File: src/mp4bdr_pkg.sv
// shared types and constants of the mp4 box deframer and router
`timescale 1ns / 1ps

package mp4bdr_pkg;

   localparam int unsigned HEADER_BYTES = 16;
   localparam int unsigned SHORT_HDR    = 8;
   localparam int unsigned HDR_IDX_W    = $clog2(HEADER_BYTES);
   localparam int unsigned MAX_W        = 41;
   localparam logic [MAX_W-1:0] MAX_SIZE_RESET = 41'd67108864;

   localparam logic [31:0] TYPE_MOOF = 32'h6D6F6F66;
   localparam logic [31:0] TYPE_MDAT = 32'h6D646174;
   localparam logic [31:0] SIZE_EXTENDED = 32'd1;

   localparam int unsigned Q_DEPTH = 2;
   localparam int unsigned Q_PTR_W = $clog2(Q_DEPTH);
   localparam int unsigned Q_CNT_W = $clog2(Q_DEPTH + 1);

   localparam logic FUNC_BYTE    = 1'b0;
   localparam logic FUNC_RESTART = 1'b1;

   localparam logic [1:0] ROUTE_INIT  = 2'd0;
   localparam logic [1:0] ROUTE_FRAG  = 2'd1;
   localparam logic [1:0] ROUTE_DROP  = 2'd2;
   localparam logic [1:0] ROUTE_EVENT = 2'd3;

   localparam logic [1:0] STAT_OK      = 2'd0;
   localparam logic [1:0] STAT_BAD     = 2'd1;
   localparam logic [1:0] STAT_UNKNOWN = 2'd2;
   localparam logic [1:0] STAT_RESTART = 2'd3;

   typedef enum logic [1:0] {
      CMD_ONE   = 2'd0,
      CMD_HDR8  = 2'd1,
      CMD_HDR16 = 2'd2
   } cmd_kind_type;

   typedef enum logic [1:0] {
      HALT_RUN     = 2'd0,
      HALT_BAD     = 2'd1,
      HALT_UNKNOWN = 2'd2
   } halt_type;

   // one unit of work for the back end: a single word or a held header
   typedef struct packed {
      cmd_kind_type                kind;
      logic [HEADER_BYTES-1:0][7:0] bytes;
      logic [1:0]                  route;
      logic                        frag_begin;
      logic                        init_complete;
      logic                        frag_complete;
      logic                        box_end;
      logic [31:0]                 box_type;
      logic [1:0]                  status;
   } cmd_type;

   typedef struct packed {
      logic [7:0]  out_byte;
      logic [1:0]  route;
      logic        frag_begin;
      logic        init_complete;
      logic        frag_complete;
      logic        box_end;
      logic [31:0] box_type;
      logic [1:0]  status;
      logic        last;
   } rsp_type;

   typedef struct packed {
      logic full;
      logic valid;
   } q_status_type;

endpackage

File: src/mp4bdr_front.sv
// front end: header collection, size checks, box routing and body counting
`timescale 1ns / 1ps

module mp4bdr_front #(
   parameter int unsigned COUNT_WIDTH = 40
) (
   input  logic                        clock,
   input  logic                        reset,
   input  logic                        req_valid,
   output logic                        req_stall,
   input  logic                        req_func,
   input  logic [7:0]                  req_data_byte,
   input  logic [mp4bdr_pkg::MAX_W-1:0] max_box_size,
   input  mp4bdr_pkg::q_status_type    q_status,
   output logic                        push,
   output mp4bdr_pkg::cmd_type         cmd
);
   import mp4bdr_pkg::*;

   localparam logic [63:0] CNT_MASK = (64'd1 << COUNT_WIDTH) - 64'd1;

   logic [HEADER_BYTES-1:0][7:0] store_ff;
   logic [HDR_IDX_W-1:0]         cnt_ff, cnt_in;
   logic [COUNT_WIDTH-1:0]       body_left_ff, body_left_in;
   logic [31:0]                  type_held_ff, type_held_in;
   halt_type                     halt_ff, halt_in;
   logic                         init_done_ff, init_done_in;
   logic                         frag_open_ff, frag_open_in;
   logic [1:0]                   box_route_ff, box_route_in;
   logic                         is_mdat_ff, is_mdat_in;

   logic                         accept;
   logic                         store_wr;
   logic [HEADER_BYTES-1:0][7:0] hdr_bytes;
   logic [31:0]                  size32;
   logic [31:0]                  type32;
   logic [63:0]                  ext64;
   logic                         at_short, at_long, complete;
   logic [4:0]                   hdr_len;
   logic [63:0]                  box_len;
   logic [63:0]                  diff;
   logic                         bad_size;
   logic                         moof;
   logic                         body_end;

   assign req_stall = q_status.full;
   assign accept    = req_valid && !q_status.full;

   // header as it stands with the current word in place
   always_comb begin
      hdr_bytes         = store_ff;
      hdr_bytes[cnt_ff] = req_data_byte;
   end

   assign size32   = {hdr_bytes[0], hdr_bytes[1], hdr_bytes[2], hdr_bytes[3]};
   assign type32   = {hdr_bytes[4], hdr_bytes[5], hdr_bytes[6], hdr_bytes[7]};
   assign ext64    = {hdr_bytes[8], hdr_bytes[9], hdr_bytes[10], hdr_bytes[11],
                      hdr_bytes[12], hdr_bytes[13], hdr_bytes[14], hdr_bytes[15]};
   assign at_short = (cnt_ff == HDR_IDX_W'(SHORT_HDR - 1));
   assign at_long  = (cnt_ff == HDR_IDX_W'(HEADER_BYTES - 1));
   assign complete = (at_short && (size32 != SIZE_EXTENDED)) || at_long;
   assign hdr_len  = at_long ? 5'(HEADER_BYTES) : 5'(SHORT_HDR);
   assign box_len  = at_long ? ext64 : {32'd0, size32};
   assign diff     = box_len - 64'(hdr_len);
   assign bad_size = (box_len < 64'(hdr_len)) || (box_len > 64'(max_box_size))
                     || ((diff & ~CNT_MASK) != 64'd0);
   assign moof     = (type32 == TYPE_MOOF);
   assign body_end = (body_left_ff == COUNT_WIDTH'(1));

   always_comb begin
      cnt_in       = cnt_ff;
      body_left_in = body_left_ff;
      type_held_in = type_held_ff;
      halt_in      = halt_ff;
      init_done_in = init_done_ff;
      frag_open_in = frag_open_ff;
      box_route_in = box_route_ff;
      is_mdat_in   = is_mdat_ff;
      store_wr     = 1'b0;
      push         = 1'b0;
      cmd          = '0;
      cmd.kind     = CMD_ONE;
      if (accept) begin
         if (req_func == FUNC_RESTART) begin
            cnt_in       = '0;
            body_left_in = '0;
            type_held_in = '0;
            halt_in      = HALT_RUN;
            init_done_in = 1'b0;
            frag_open_in = 1'b0;
            box_route_in = ROUTE_INIT;
            is_mdat_in   = 1'b0;
            push         = 1'b1;
            cmd.route    = ROUTE_EVENT;
            cmd.status   = STAT_RESTART;
         end else if (halt_ff == HALT_RUN) begin
            if (body_left_ff != '0) begin
               body_left_in      = body_left_ff - COUNT_WIDTH'(1);
               push              = 1'b1;
               cmd.bytes[0]      = req_data_byte;
               cmd.route         = box_route_ff;
               cmd.box_type      = type_held_ff;
               cmd.box_end       = body_end;
               cmd.frag_complete = body_end && is_mdat_ff;
               if (body_end && is_mdat_ff) begin
                  frag_open_in = 1'b0;
               end
            end else begin
               store_wr = 1'b1;
               if (!complete) begin
                  cnt_in = cnt_ff + HDR_IDX_W'(1);
               end else begin
                  cnt_in       = '0;
                  type_held_in = type32;
                  push         = 1'b1;
                  cmd.box_type = type32;
                  if (box_len == 64'd0) begin
                     halt_in    = HALT_UNKNOWN;
                     cmd.route  = ROUTE_EVENT;
                     cmd.status = STAT_UNKNOWN;
                  end else if (bad_size) begin
                     halt_in    = HALT_BAD;
                     cmd.route  = ROUTE_EVENT;
                     cmd.status = STAT_BAD;
                  end else begin
                     is_mdat_in = 1'b0;
                     priority if (!init_done_ff && !moof) begin
                        box_route_in = ROUTE_INIT;
                     end else if (moof) begin
                        init_done_in = 1'b1;
                        frag_open_in = 1'b1;
                        box_route_in = ROUTE_FRAG;
                     end else if (frag_open_ff) begin
                        box_route_in = ROUTE_FRAG;
                        is_mdat_in   = (type32 == TYPE_MDAT);
                     end else begin
                        box_route_in = ROUTE_DROP;
                     end
                     body_left_in      = diff[COUNT_WIDTH-1:0];
                     cmd.kind          = at_long ? CMD_HDR16 : CMD_HDR8;
                     cmd.bytes         = hdr_bytes;
                     cmd.route         = box_route_in;
                     cmd.frag_begin    = moof;
                     cmd.init_complete = moof && !init_done_ff;
                     cmd.box_end       = (diff == 64'd0);
                     cmd.frag_complete = (diff == 64'd0) && is_mdat_in;
                     if ((diff == 64'd0) && is_mdat_in) begin
                        frag_open_in = 1'b0;
                     end
                  end
               end
            end
         end
      end
   end

   always_ff @(posedge clock) begin
      if (reset) begin
         cnt_ff       <= '0;
         body_left_ff <= '0;
         type_held_ff <= '0;
         halt_ff      <= HALT_RUN;
         init_done_ff <= 1'b0;
         frag_open_ff <= 1'b0;
         box_route_ff <= ROUTE_INIT;
         is_mdat_ff   <= 1'b0;
      end else begin
         cnt_ff       <= cnt_in;
         body_left_ff <= body_left_in;
         type_held_ff <= type_held_in;
         halt_ff      <= halt_in;
         init_done_ff <= init_done_in;
         frag_open_ff <= frag_open_in;
         box_route_ff <= box_route_in;
         is_mdat_ff   <= is_mdat_in;
      end
   end

   // header bytes are payload, only read after being written
   always_ff @(posedge clock) begin
      if (store_wr) begin
         store_ff[cnt_ff] <= req_data_byte;
      end
   end

endmodule

File: src/mp4bdr_queue.sv
// short command queue between the front and back ends
`timescale 1ns / 1ps

module mp4bdr_queue (
   input  logic                     clock,
   input  logic                     reset,
   input  logic                     push,
   input  mp4bdr_pkg::cmd_type      push_cmd,
   input  logic                     pop,
   output mp4bdr_pkg::cmd_type      head_cmd,
   output mp4bdr_pkg::q_status_type q_status
);
   import mp4bdr_pkg::*;

   cmd_type            entry_ff [Q_DEPTH];
   logic [Q_PTR_W-1:0] wr_ptr_ff, wr_ptr_in;
   logic [Q_PTR_W-1:0] rd_ptr_ff, rd_ptr_in;
   logic [Q_CNT_W-1:0] count_ff, count_in;

   assign head_cmd       = entry_ff[rd_ptr_ff];
   assign q_status.full  = (count_ff == Q_CNT_W'(Q_DEPTH));
   assign q_status.valid = (count_ff != '0);

   always_comb begin
      wr_ptr_in = push ? wr_ptr_ff + Q_PTR_W'(1) : wr_ptr_ff;
      rd_ptr_in = pop ? rd_ptr_ff + Q_PTR_W'(1) : rd_ptr_ff;
      count_in  = count_ff + Q_CNT_W'(push) - Q_CNT_W'(pop);
   end

   always_ff @(posedge clock) begin
      if (reset) begin
         wr_ptr_ff <= '0;
         rd_ptr_ff <= '0;
         count_ff  <= '0;
      end else begin
         wr_ptr_ff <= wr_ptr_in;
         rd_ptr_ff <= rd_ptr_in;
         count_ff  <= count_in;
      end
   end

   always_ff @(posedge clock) begin
      if (push) begin
         entry_ff[wr_ptr_ff] <= push_cmd;
      end
   end

endmodule

File: src/mp4bdr_back.sv
// back end: expands commands into result words behind an output register
`timescale 1ns / 1ps

module mp4bdr_back (
   input  logic                 clock,
   input  logic                 reset,
   input  mp4bdr_pkg::cmd_type  head_cmd,
   input  logic                 head_valid,
   output logic                 pop,
   output logic                 rsp_valid,
   input  logic                 rsp_stall,
   output mp4bdr_pkg::rsp_type  rsp
);
   import mp4bdr_pkg::*;

   cmd_type              cur_ff;
   logic                 busy_ff, busy_in;
   logic [HDR_IDX_W-1:0] idx_ff, idx_in;
   rsp_type              out_ff;
   logic                 out_valid_ff;

   logic [HDR_IDX_W-1:0] last_idx;
   logic                 is_last;
   logic                 out_free;
   logic                 advance;
   rsp_type              next_rsp;

   always_comb begin
      unique case (cur_ff.kind)
         CMD_HDR16: last_idx = HDR_IDX_W'(HEADER_BYTES - 1);
         CMD_HDR8:  last_idx = HDR_IDX_W'(SHORT_HDR - 1);
         default:   last_idx = '0;
      endcase
   end

   assign is_last  = (idx_ff == last_idx);
   assign out_free = !out_valid_ff || !rsp_stall;
   assign advance  = busy_ff && out_free;
   assign pop      = head_valid && (!busy_ff || (advance && is_last));

   always_comb begin
      next_rsp.out_byte      = cur_ff.bytes[idx_ff];
      next_rsp.route         = cur_ff.route;
      next_rsp.frag_begin    = cur_ff.frag_begin && (idx_ff == '0);
      next_rsp.init_complete = cur_ff.init_complete && (idx_ff == '0);
      next_rsp.frag_complete = cur_ff.frag_complete && is_last;
      next_rsp.box_end       = cur_ff.box_end && is_last;
      next_rsp.box_type      = cur_ff.box_type;
      next_rsp.status        = cur_ff.status;
      next_rsp.last          = is_last;
   end

   always_comb begin
      busy_in = busy_ff;
      idx_in  = idx_ff;
      if (pop) begin
         busy_in = 1'b1;
         idx_in  = '0;
      end else if (advance) begin
         if (is_last) begin
            busy_in = 1'b0;
         end else begin
            idx_in = idx_ff + HDR_IDX_W'(1);
         end
      end
   end

   always_ff @(posedge clock) begin
      if (reset) begin
         busy_ff      <= 1'b0;
         idx_ff       <= '0;
         out_valid_ff <= 1'b0;
      end else begin
         busy_ff <= busy_in;
         idx_ff  <= idx_in;
         if (advance) begin
            out_valid_ff <= 1'b1;
         end else if (out_free) begin
            out_valid_ff <= 1'b0;
         end
      end
   end

   always_ff @(posedge clock) begin
      if (pop) begin
         cur_ff <= head_cmd;
      end
      if (advance) begin
         out_ff <= next_rsp;
      end
   end

   assign rsp_valid = out_valid_ff;
   assign rsp       = out_ff;

endmodule

File: src/mp4_box_deframer_router_unit.sv
// top level of the mp4 box deframer and router
//
//  channel | direction | handshake            | contents
//  req     | in        | req_valid/req_stall  | func, one stream byte
//  rsp     | out       | rsp_valid/rsp_stall  | routed word with box flags
//  csr     | in        | csr_write_en         | max_box_size
//
// a body byte, a halt event or a restart gives a single word; a box header
// leaves as 8 or 16 words, one per cycle while rsp_stall is low. header
// bytes are taken one per cycle while req_stall is low and give no word
// until full. reset is synchronous; no clearing pass. a stall on rsp backs up
// the two entry command queue, and req_stall rises once it is full.
`timescale 1ns / 1ps

module mp4_box_deframer_router_unit #(
   parameter int unsigned COUNT_WIDTH = 40
) (
   input  logic                         clock,
   input  logic                         reset,
   input  logic                         req_valid,
   output logic                         req_stall,
   input  logic                         req_func,
   input  logic [7:0]                   req_data_byte,
   output logic                         rsp_valid,
   input  logic                         rsp_stall,
   output logic [7:0]                   rsp_out_byte,
   output logic [1:0]                   rsp_route,
   output logic                         rsp_fragment_begin,
   output logic                         rsp_init_complete,
   output logic                         rsp_fragment_complete,
   output logic                         rsp_box_end,
   output logic [31:0]                  rsp_box_type,
   output logic [1:0]                   rsp_status,
   output logic                         rsp_last,
   input  logic                         csr_write_en,
   input  logic [mp4bdr_pkg::MAX_W-1:0] csr_max_box_size
);
   import mp4bdr_pkg::*;

   logic [MAX_W-1:0] max_size_ff;
   q_status_type     q_status;
   logic             push;
   logic             pop;
   cmd_type          push_cmd;
   cmd_type          head_cmd;
   rsp_type          rsp;

   always_ff @(posedge clock) begin
      if (reset) begin
         max_size_ff <= MAX_SIZE_RESET;
      end else if (csr_write_en) begin
         max_size_ff <= csr_max_box_size;
      end
   end

   mp4bdr_front #(
      .COUNT_WIDTH (COUNT_WIDTH)
   ) u_front (
      .clock         (clock),
      .reset         (reset),
      .req_valid     (req_valid),
      .req_stall     (req_stall),
      .req_func      (req_func),
      .req_data_byte (req_data_byte),
      .max_box_size  (max_size_ff),
      .q_status      (q_status),
      .push          (push),
      .cmd           (push_cmd)
   );

   mp4bdr_queue u_queue (
      .clock    (clock),
      .reset    (reset),
      .push     (push),
      .push_cmd (push_cmd),
      .pop      (pop),
      .head_cmd (head_cmd),
      .q_status (q_status)
   );

   mp4bdr_back u_back (
      .clock      (clock),
      .reset      (reset),
      .head_cmd   (head_cmd),
      .head_valid (q_status.valid),
      .pop        (pop),
      .rsp_valid  (rsp_valid),
      .rsp_stall  (rsp_stall),
      .rsp        (rsp)
   );

   assign rsp_out_byte          = rsp.out_byte;
   assign rsp_route             = rsp.route;
   assign rsp_fragment_begin    = rsp.frag_begin;
   assign rsp_init_complete     = rsp.init_complete;
   assign rsp_fragment_complete = rsp.frag_complete;
   assign rsp_box_end           = rsp.box_end;
   assign rsp_box_type          = rsp.box_type;
   assign rsp_status            = rsp.status;
   assign rsp_last              = rsp.last;

endmodule

File: config.mk
export PLATFORM = sky130hd
export DESIGN_NAME = mp4_box_deframer_router_unit
export DESIGN_NICKNAME = d
export VERILOG_FILES = /design/src/mp4bdr_pkg.sv /design/src/mp4bdr_front.sv /design/src/mp4bdr_queue.sv /design/src/mp4bdr_back.sv /design/src/mp4_box_deframer_router_unit.sv
export SDC_FILE = /design/constraint.sdc
export NUM_CORES = 1
export LEC_CHECK = 0
export BUFFER_PORTS_ARGS = -buffer_cell sky130_fd_sc_hd__buf_2
export CAP_MARGIN = 20
export CORE_MARGIN = 1
export CORE_UTILIZATION = 39
export DETAILED_ROUTE_END_ITERATION = 10
export SLEW_MARGIN = 40
export SYNTH_ARGS = -nofsm -noshare
export SYNTH_HDL_FRONTEND = slang
export SYNTH_SLANG_ARGS = --single-unit
File: constraint.sdc
create_clock -name clock -period 31.2 [get_ports clock]
set_input_delay 1.56 -clock clock [delete_from_list [all_inputs] [get_ports clock]]
set_output_delay 1.56 -clock clock [all_outputs]
set_load 0.005 [all_outputs]
# == Word level (Yosys, flattened, before mapping) ==
# Memories as Yosys holds them, arrays and structs flattened. A register that Yosys moved wholly into a read port is not among the register bits.
# Cells that the tools add are included.
# word_totals
n_memories,1
mem_bits_ro,0
regBits,311
ram_bits,340
output_inout_bits,51
latchBits,0
input_bits,55
word_cells,230
# classes
n_bitwise,1
n_reduce_logical,51
mux,106
eq_ne,18
shifts,0
mul,0
order_cmp,5
n_div,0
add_sub_neg,8
# mem_list
memory,depth,width,read_ports,rd_clocked_by_memory_dff,write_ports,line,rtl
u_queue.entry_ff,2,170,1,1,1,mp4bdr_queue.sv:15,cmd_type entry_ff [Q_DEPTH];
# ops
operator,count
two-way mux 170 bit,3
two-way mux 130 bit,3
two-way mux 40 bit,6
bitwise mux 128 bit,1
zero test 64 bit,2
two-way mux 32 bit,4
two-way mux 122 bit,1
"equality test 32 x 31 -> 1 bit, second input constant",2
greater-than comparator 64 x 41 -> 1 bit,1
less-than comparator 64 x 5 -> 1 bit,1
two-way mux 64 bit,1
nonzero test 64 bit,1
subtractor 64 x 5 -> 64 bit,1
two-way mux 1 bit,49
two-way mux 2 bit,23
"equality test 40 x 1 -> 1 bit, second input constant",1
nonzero test 40 bit,1
"subtractor 40 x 1 -> 40 bit, second input constant",1
two-way mux 36 bit,1
two-way mux 34 bit,1
binary-select mux 8 bit (select 4 bit),1
demux 8 bit (select 4 bit),1
"inequality test 32 x 1 -> 1 bit, second input constant",1
two-way mux 4 bit,6
35 further kinds,76

# == Depth between registers and ports, before layout ==
# logic_depth
depth_word,24
depth_mapped,24
ltp_nobuf,17

# == Cells and area by module ==
# From an unflattened synthesis, not the netlist that was laid out.
# unflattened
hier_cells,2989
hier_area_um2,38212.9
# by_module_without_submodules
module,seq_area_each_um2,n_inst,area_each_um2,cells_each
mp4bdr_front,5505.3,1,15875.2,1967
mp4bdr_queue,10309.9,1,12888.6,550
mp4bdr_back,6696.4,1,7947.6,339
mp4_box_deframer_router_unit,820.8,1,1501.4,133

# == Worst setup path after synthesis ==
# Ideal clock, no wire load.
# synth_path
path_kind,input port to flip-flop
from,input rsp_stall
to,register u_queue.count_ff[0]
path_buffers,0
required_ps,31072
setup_slack_ps,19472
arrival_time_ps,11600
setup_ps,128
path_stages,7
cell_sequence,nand2_1 -> nand2_1 -> a21oi_1 -> ha_1 -> inv_1 -> ha_1 -> nor2b_1
# synth_via
elab_chain_cells,7
# synth_lines
item,line,rtl
from (decl),mp4_box_deframer_router_unit.sv:25,"input logic rsp_stall,"
zero test 1 bit,mp4bdr_back.sv:37,assign out_free = !out_valid_ff || !rsp_stall;
logical OR 1 bit,mp4bdr_back.sv:37,
logical AND 1 bit,mp4bdr_back.sv:38,assign advance = busy_ff && out_free;
logical AND 1 bit,mp4bdr_back.sv:39,assign pop = head_valid && (!busy_ff || (advance && is_last));
logical OR 1 bit,mp4bdr_back.sv:39,
logical AND 1 bit,mp4bdr_back.sv:39,
named net pop,mp4_box_deframer_router_unit.sv:43,logic pop;
subtractor 2 x 1 -> 2 bit,mp4bdr_queue.sv:27,count_in = count_ff + Q_CNT_W'(push) - Q_CNT_W'(pop);
named net u_queue.count_in[0],mp4bdr_queue.sv:18,"logic [Q_CNT_W-1:0] count_ff, count_in;"
to (signal assigned),mp4bdr_queue.sv:38,count_ff <= count_in;
to (decl),mp4bdr_queue.sv:18,
# The timed path passes the listed nets, and every way through them passes these cells.
# A chain may end at the register's enable or synchronous reset.

==> impl_metrics.ini <==
[outcome]
run_status = finished clean

[timing]
fin_setup_tns_ns = 0
worst_clock_skew_ns = 0.0250
achievable-frequency_mhz = 146
layout_min_cycle_time_ns = 6.84
final_hold_viol_count = 0
worstMarginPinSlew_ns = 0.853
grt_setup_unrepaired = no
finalCritPeriodShare_pct = 21.9
max_transition_margin_pct = 41.6
setup_viol_count_final = 0
final_max_slew_viol_count = 0
worst_slack_ns = 24.36

[yosys]
sequential_to_total_area_share_from_yosys_stat_pct = 62.3
synth_cells = 2952
netlist.top_cell.by_area = sky130_fd_sc_hd__edfxtp_1
synth_edf_count = 687
synth.net_count = 3052
synth_top_area_share_pct = 55.2
yosys_register_bits = 821
synthesis.yosys.warnings = 0
synth.cell_area_sq_mm = 0.0374
async_flop_share_pct = 0
synth_area_leaders = sky130_fd_sc_hd__edfxtp_1, sky130_fd_sc_hd__dfxtp_1, sky130_fd_sc_hd__mux2_2, sky130_fd_sc_hd__nor2_1, sky130_fd_sc_hd__mux2i_1
synth.lib_cells_used.distinct = 96
synthFlopType = sky130_fd_sc_hd__edfxtp_1
post_synthesis_area_per_instance_sq_um = 12.7

[setup_path]
critical_path.slowest_cell = sky130_fd_sc_hd__ha_1
critical_path_class = reg -> reg
critical-path-max-stage-delay_ns = 0.73
setup_crit_start_kind = register
regToRegEndpoint = u_queue.entry_ff[1][160]
setup.reg_to_reg.worst_slack_ns = 24.36
worstPathArrival_ns = 7.30
crit_path_cell_trace = ha_1 > and3_2 > o21ai_0 > o221ai_1 > clkinv_1 > ha_1 > a21o_1 > maj3_1 > a21o_1 > a2111oi_0 > o2111ai_1 > o2111ai_1 > nand2_1 > or3_4 > buf_6 > a21oi_1
r2r_start = u_front.cnt_ff[0]
worst_path_fanout_max = 83
r2r.worst_path.cells = 16
worst_ep_required_time_ns = 31.67
critical_path.endpoint_type = register

[clocking]
cts_hold_buf = 0
cts_post_setup_buffers_inserted = 0
clock-root-buffer = sky130_fd_sc_hd__clkbuf_16
cts_inserted_buffers = 86
tritoncts = built
htree_num_levels = 3
insertion_delay_ns = 0.66
cts_sinks = 821
cts.clk_slew.worst_paths_ns = 0.06
postCtsResizedCells = 0
ctsLongestPathBuffers = 3

[pwr]
p_per_area_mw_per_mm2 = 102
share_of_total_power_consumed_by_net_switching_pct = 34.9
total_switching_power_mw = 1.50
power.leakage_nw = 15.0
comb_power_share_pct = 33.2
sequentialPowerShare_pct = 42.5
internal_power_mw = 2.80
vdd_ir_drop_max_v = 0.0000801
power.share.clock_pct = 24.3

[hold_path]
hold_start = u_back.cur_ff[4]
worstHoldPathType = reg -> reg
hold_end = u_back.rsp[5]
min_delay_path_depth = 0

[drt]
dr_total_vias = 24600
drt_iter0_drc = 2489
drtPass1Iterations = 6
detail_route.drc_violations = 0
drt-total-wl_um = 103000
final_antenna_net_count = 0
wl_per_cell_um = 23.7
vias_cell = 5.65

[layout]
layout.core_utilization_pct = 44.5
stdcell_area_sq_mm = 0.0423
final_net_count = 3120
commonest_cells_after_routing_fill_and_taps_aside = sky130_fd_sc_hd__edfxtp_1, sky130_fd_sc_hd__nor2_1, sky130_fd_sc_hd__mux2_2, sky130_fd_sc_hd__nand2_1, sky130_fd_sc_hd__a21oi_1
synthToLayoutAreaGrowth_pct = 13.0
fillers = 8698
share_of_final_layout_standard_cells_stronger_than_drive_strength_1_pct = 19.3
final_common_cell = sky130_fd_sc_hd__edfxtp_1

[global_route]
first_global_vias = 23600
grt_antenna_before_repair = 5
groute.usage.overall_pct = 21.0
overflow = 0
grt_max_degree = 84
global_route_wire_length_before_repair_um = 154000

[die]
std_cell_rows = 113
start_util_pct = 39.4
fp.coreArea_sq_mm = 0.0950
die-height_um = 312
floorplan.die.width_um = 312
i_o_pin_count = 106
fp.dieArea_sq_mm = 0.0971

[placement]
postPlaceCellArea_sq_mm = 0.0394
port_buffers = 105
gp_congestion = 0.935
post-place-ws_ns = 24.34
dp_hpwl_um = 69400

[flow_run]
maxCapViolCount = 0
## registers in the layout (all words and copies together), names as in the netlist, 2 cells and up
register and count:
u_back.rsp 49, u_front.cnt_ff 4, u_front.halt_ff 2, u_front.store_ff 128, max_size_ff 41, u_front.box_route_ff 2, u_queue.entry_ff 340, u_front.body_left_ff 40
u_queue.count_ff 2, u_back.cur_ff 170, u_back.idx_ff 4, u_front.type_held_ff 32
## how the worst max path moves through the flow
stage	start	to	slack [ns]	depth (start not counted)
global placement	req_data_byte[4]	u_queue.entry_ff[0][160]	24.22	15
detailed placement	req_data_byte[4]	u_queue.entry_ff[0][160]	24.34	15
finish	u_front.cnt_ff[0]	u_queue.entry_ff[1][160]	24.36	16
global route	u_front.cnt_ff[0]	u_queue.entry_ff[1][160]	24.05	16
floorplan	rsp_stall	u_queue.count_ff[0]	19.47	7
CTS	u_front.cnt_ff[0]	u_queue.entry_ff[1][160]	24.50	16
## stage by stage
step | total power [mW] | cells | hold slack [ns]
floorplan | 2.85 | 2952 | 0.400
global placement | 3.25 | 4191 | 0.401
detailed placement | 3.28 | 4197 | 0.405
CTS | 4.33 | 4357 | 0.418
global route | 4.52 | 4357 | 0.421
finish | 4.30 | 4359 | 0.414
## cells in the mapped netlist, types with 12 or more instances
cell type,n
sky130_fd_sc_hd__a211oi_1,12
sky130_fd_sc_hd__a21o_1,12
sky130_fd_sc_hd__a21oi_1,168
sky130_fd_sc_hd__a31o_2,16
sky130_fd_sc_hd__a31oi_1,12
sky130_fd_sc_hd__and2_1,14
sky130_fd_sc_hd__and3_1,16
sky130_fd_sc_hd__buf_1,18
sky130_fd_sc_hd__buf_2,17
sky130_fd_sc_hd__clkbuf_1,136
sky130_fd_sc_hd__dfxtp_1,134
sky130_fd_sc_hd__edfxtp_1,687
sky130_fd_sc_hd__ha_1,45
sky130_fd_sc_hd__inv_1,120
sky130_fd_sc_hd__mux2_2,201
sky130_fd_sc_hd__mux2i_1,90
sky130_fd_sc_hd__mux4_2,40
sky130_fd_sc_hd__nand2_1,177
sky130_fd_sc_hd__nand3_1,45
sky130_fd_sc_hd__nand4_1,42
sky130_fd_sc_hd__nor2_1,289
sky130_fd_sc_hd__nor2b_1,79
sky130_fd_sc_hd__nor3_1,109
sky130_fd_sc_hd__nor4_1,42
sky130_fd_sc_hd__o211ai_1,26
sky130_fd_sc_hd__o21ai_0,98
sky130_fd_sc_hd__o31ai_1,21
sky130_fd_sc_hd__o32ai_1,12
sky130_fd_sc_hd__or3_1,25
sky130_fd_sc_hd__xnor2_1,38
sky130_fd_sc_hd__xor2_1,24
## critical path, delay by kind of cell, from the launching register on
kind | cells | cell delay (ns)
compound gates | 8 | 2.64
flops | 1 | 0.43
simple gates | 3 | 1.24
fa+ha+maj | 3 | 1.38
buf+inv | 2 | 0.83
## metal layers
metal	track usage [%]	routed length (um)	vias to the layer above
li1	-	-	11200
met1	30.7	47400	12300
met2	31.8	46200	949
met3	3.18	6850	152
met4	7.05	2800	6
met5	0	45	-
## kinds of logic (layout without fill, tap and decap cells)
family	after synthesis	after routing	synth area share (%)
and+or+nand+nor	900	900	11.8
xor gates and xnor gates	62	62	1.45
adders and majority gates	50	50	1.64
AOI/OAI and AO/OA	483	483	8.50
DFF	821	821	62.3
muxes	332	332	10.9
buffers and inverters	304	444	3.30
other	0	2	0
## layout make-up
type	instances	area, sq um	share of cell area [%]
flip-flops and latches	821	23300	55.2
clock buffers	119	2420	5.72
multi-input cells	1827	12900	30.6
repair buffers	163	1100	2.60
well taps	1265	1580	3.75
inverters	121	454	1.07
diodes	2	5.00	0.0118
clock inverters	41	468	1.11
## power groups by stage
stage          clock network (mW)  logic (mW)  registers [mW]
4_1_cts                      1.07        1.43            1.83
3_3_place_gp                    0        1.40            1.85
5_1_grt                      1.11        1.55            1.86
6_report                     1.04        1.43            1.83
3_5_place_dp                    0        1.42            1.85
2_1_floorplan                   0       0.948            1.90
Power figures use the tool's default switching activity.
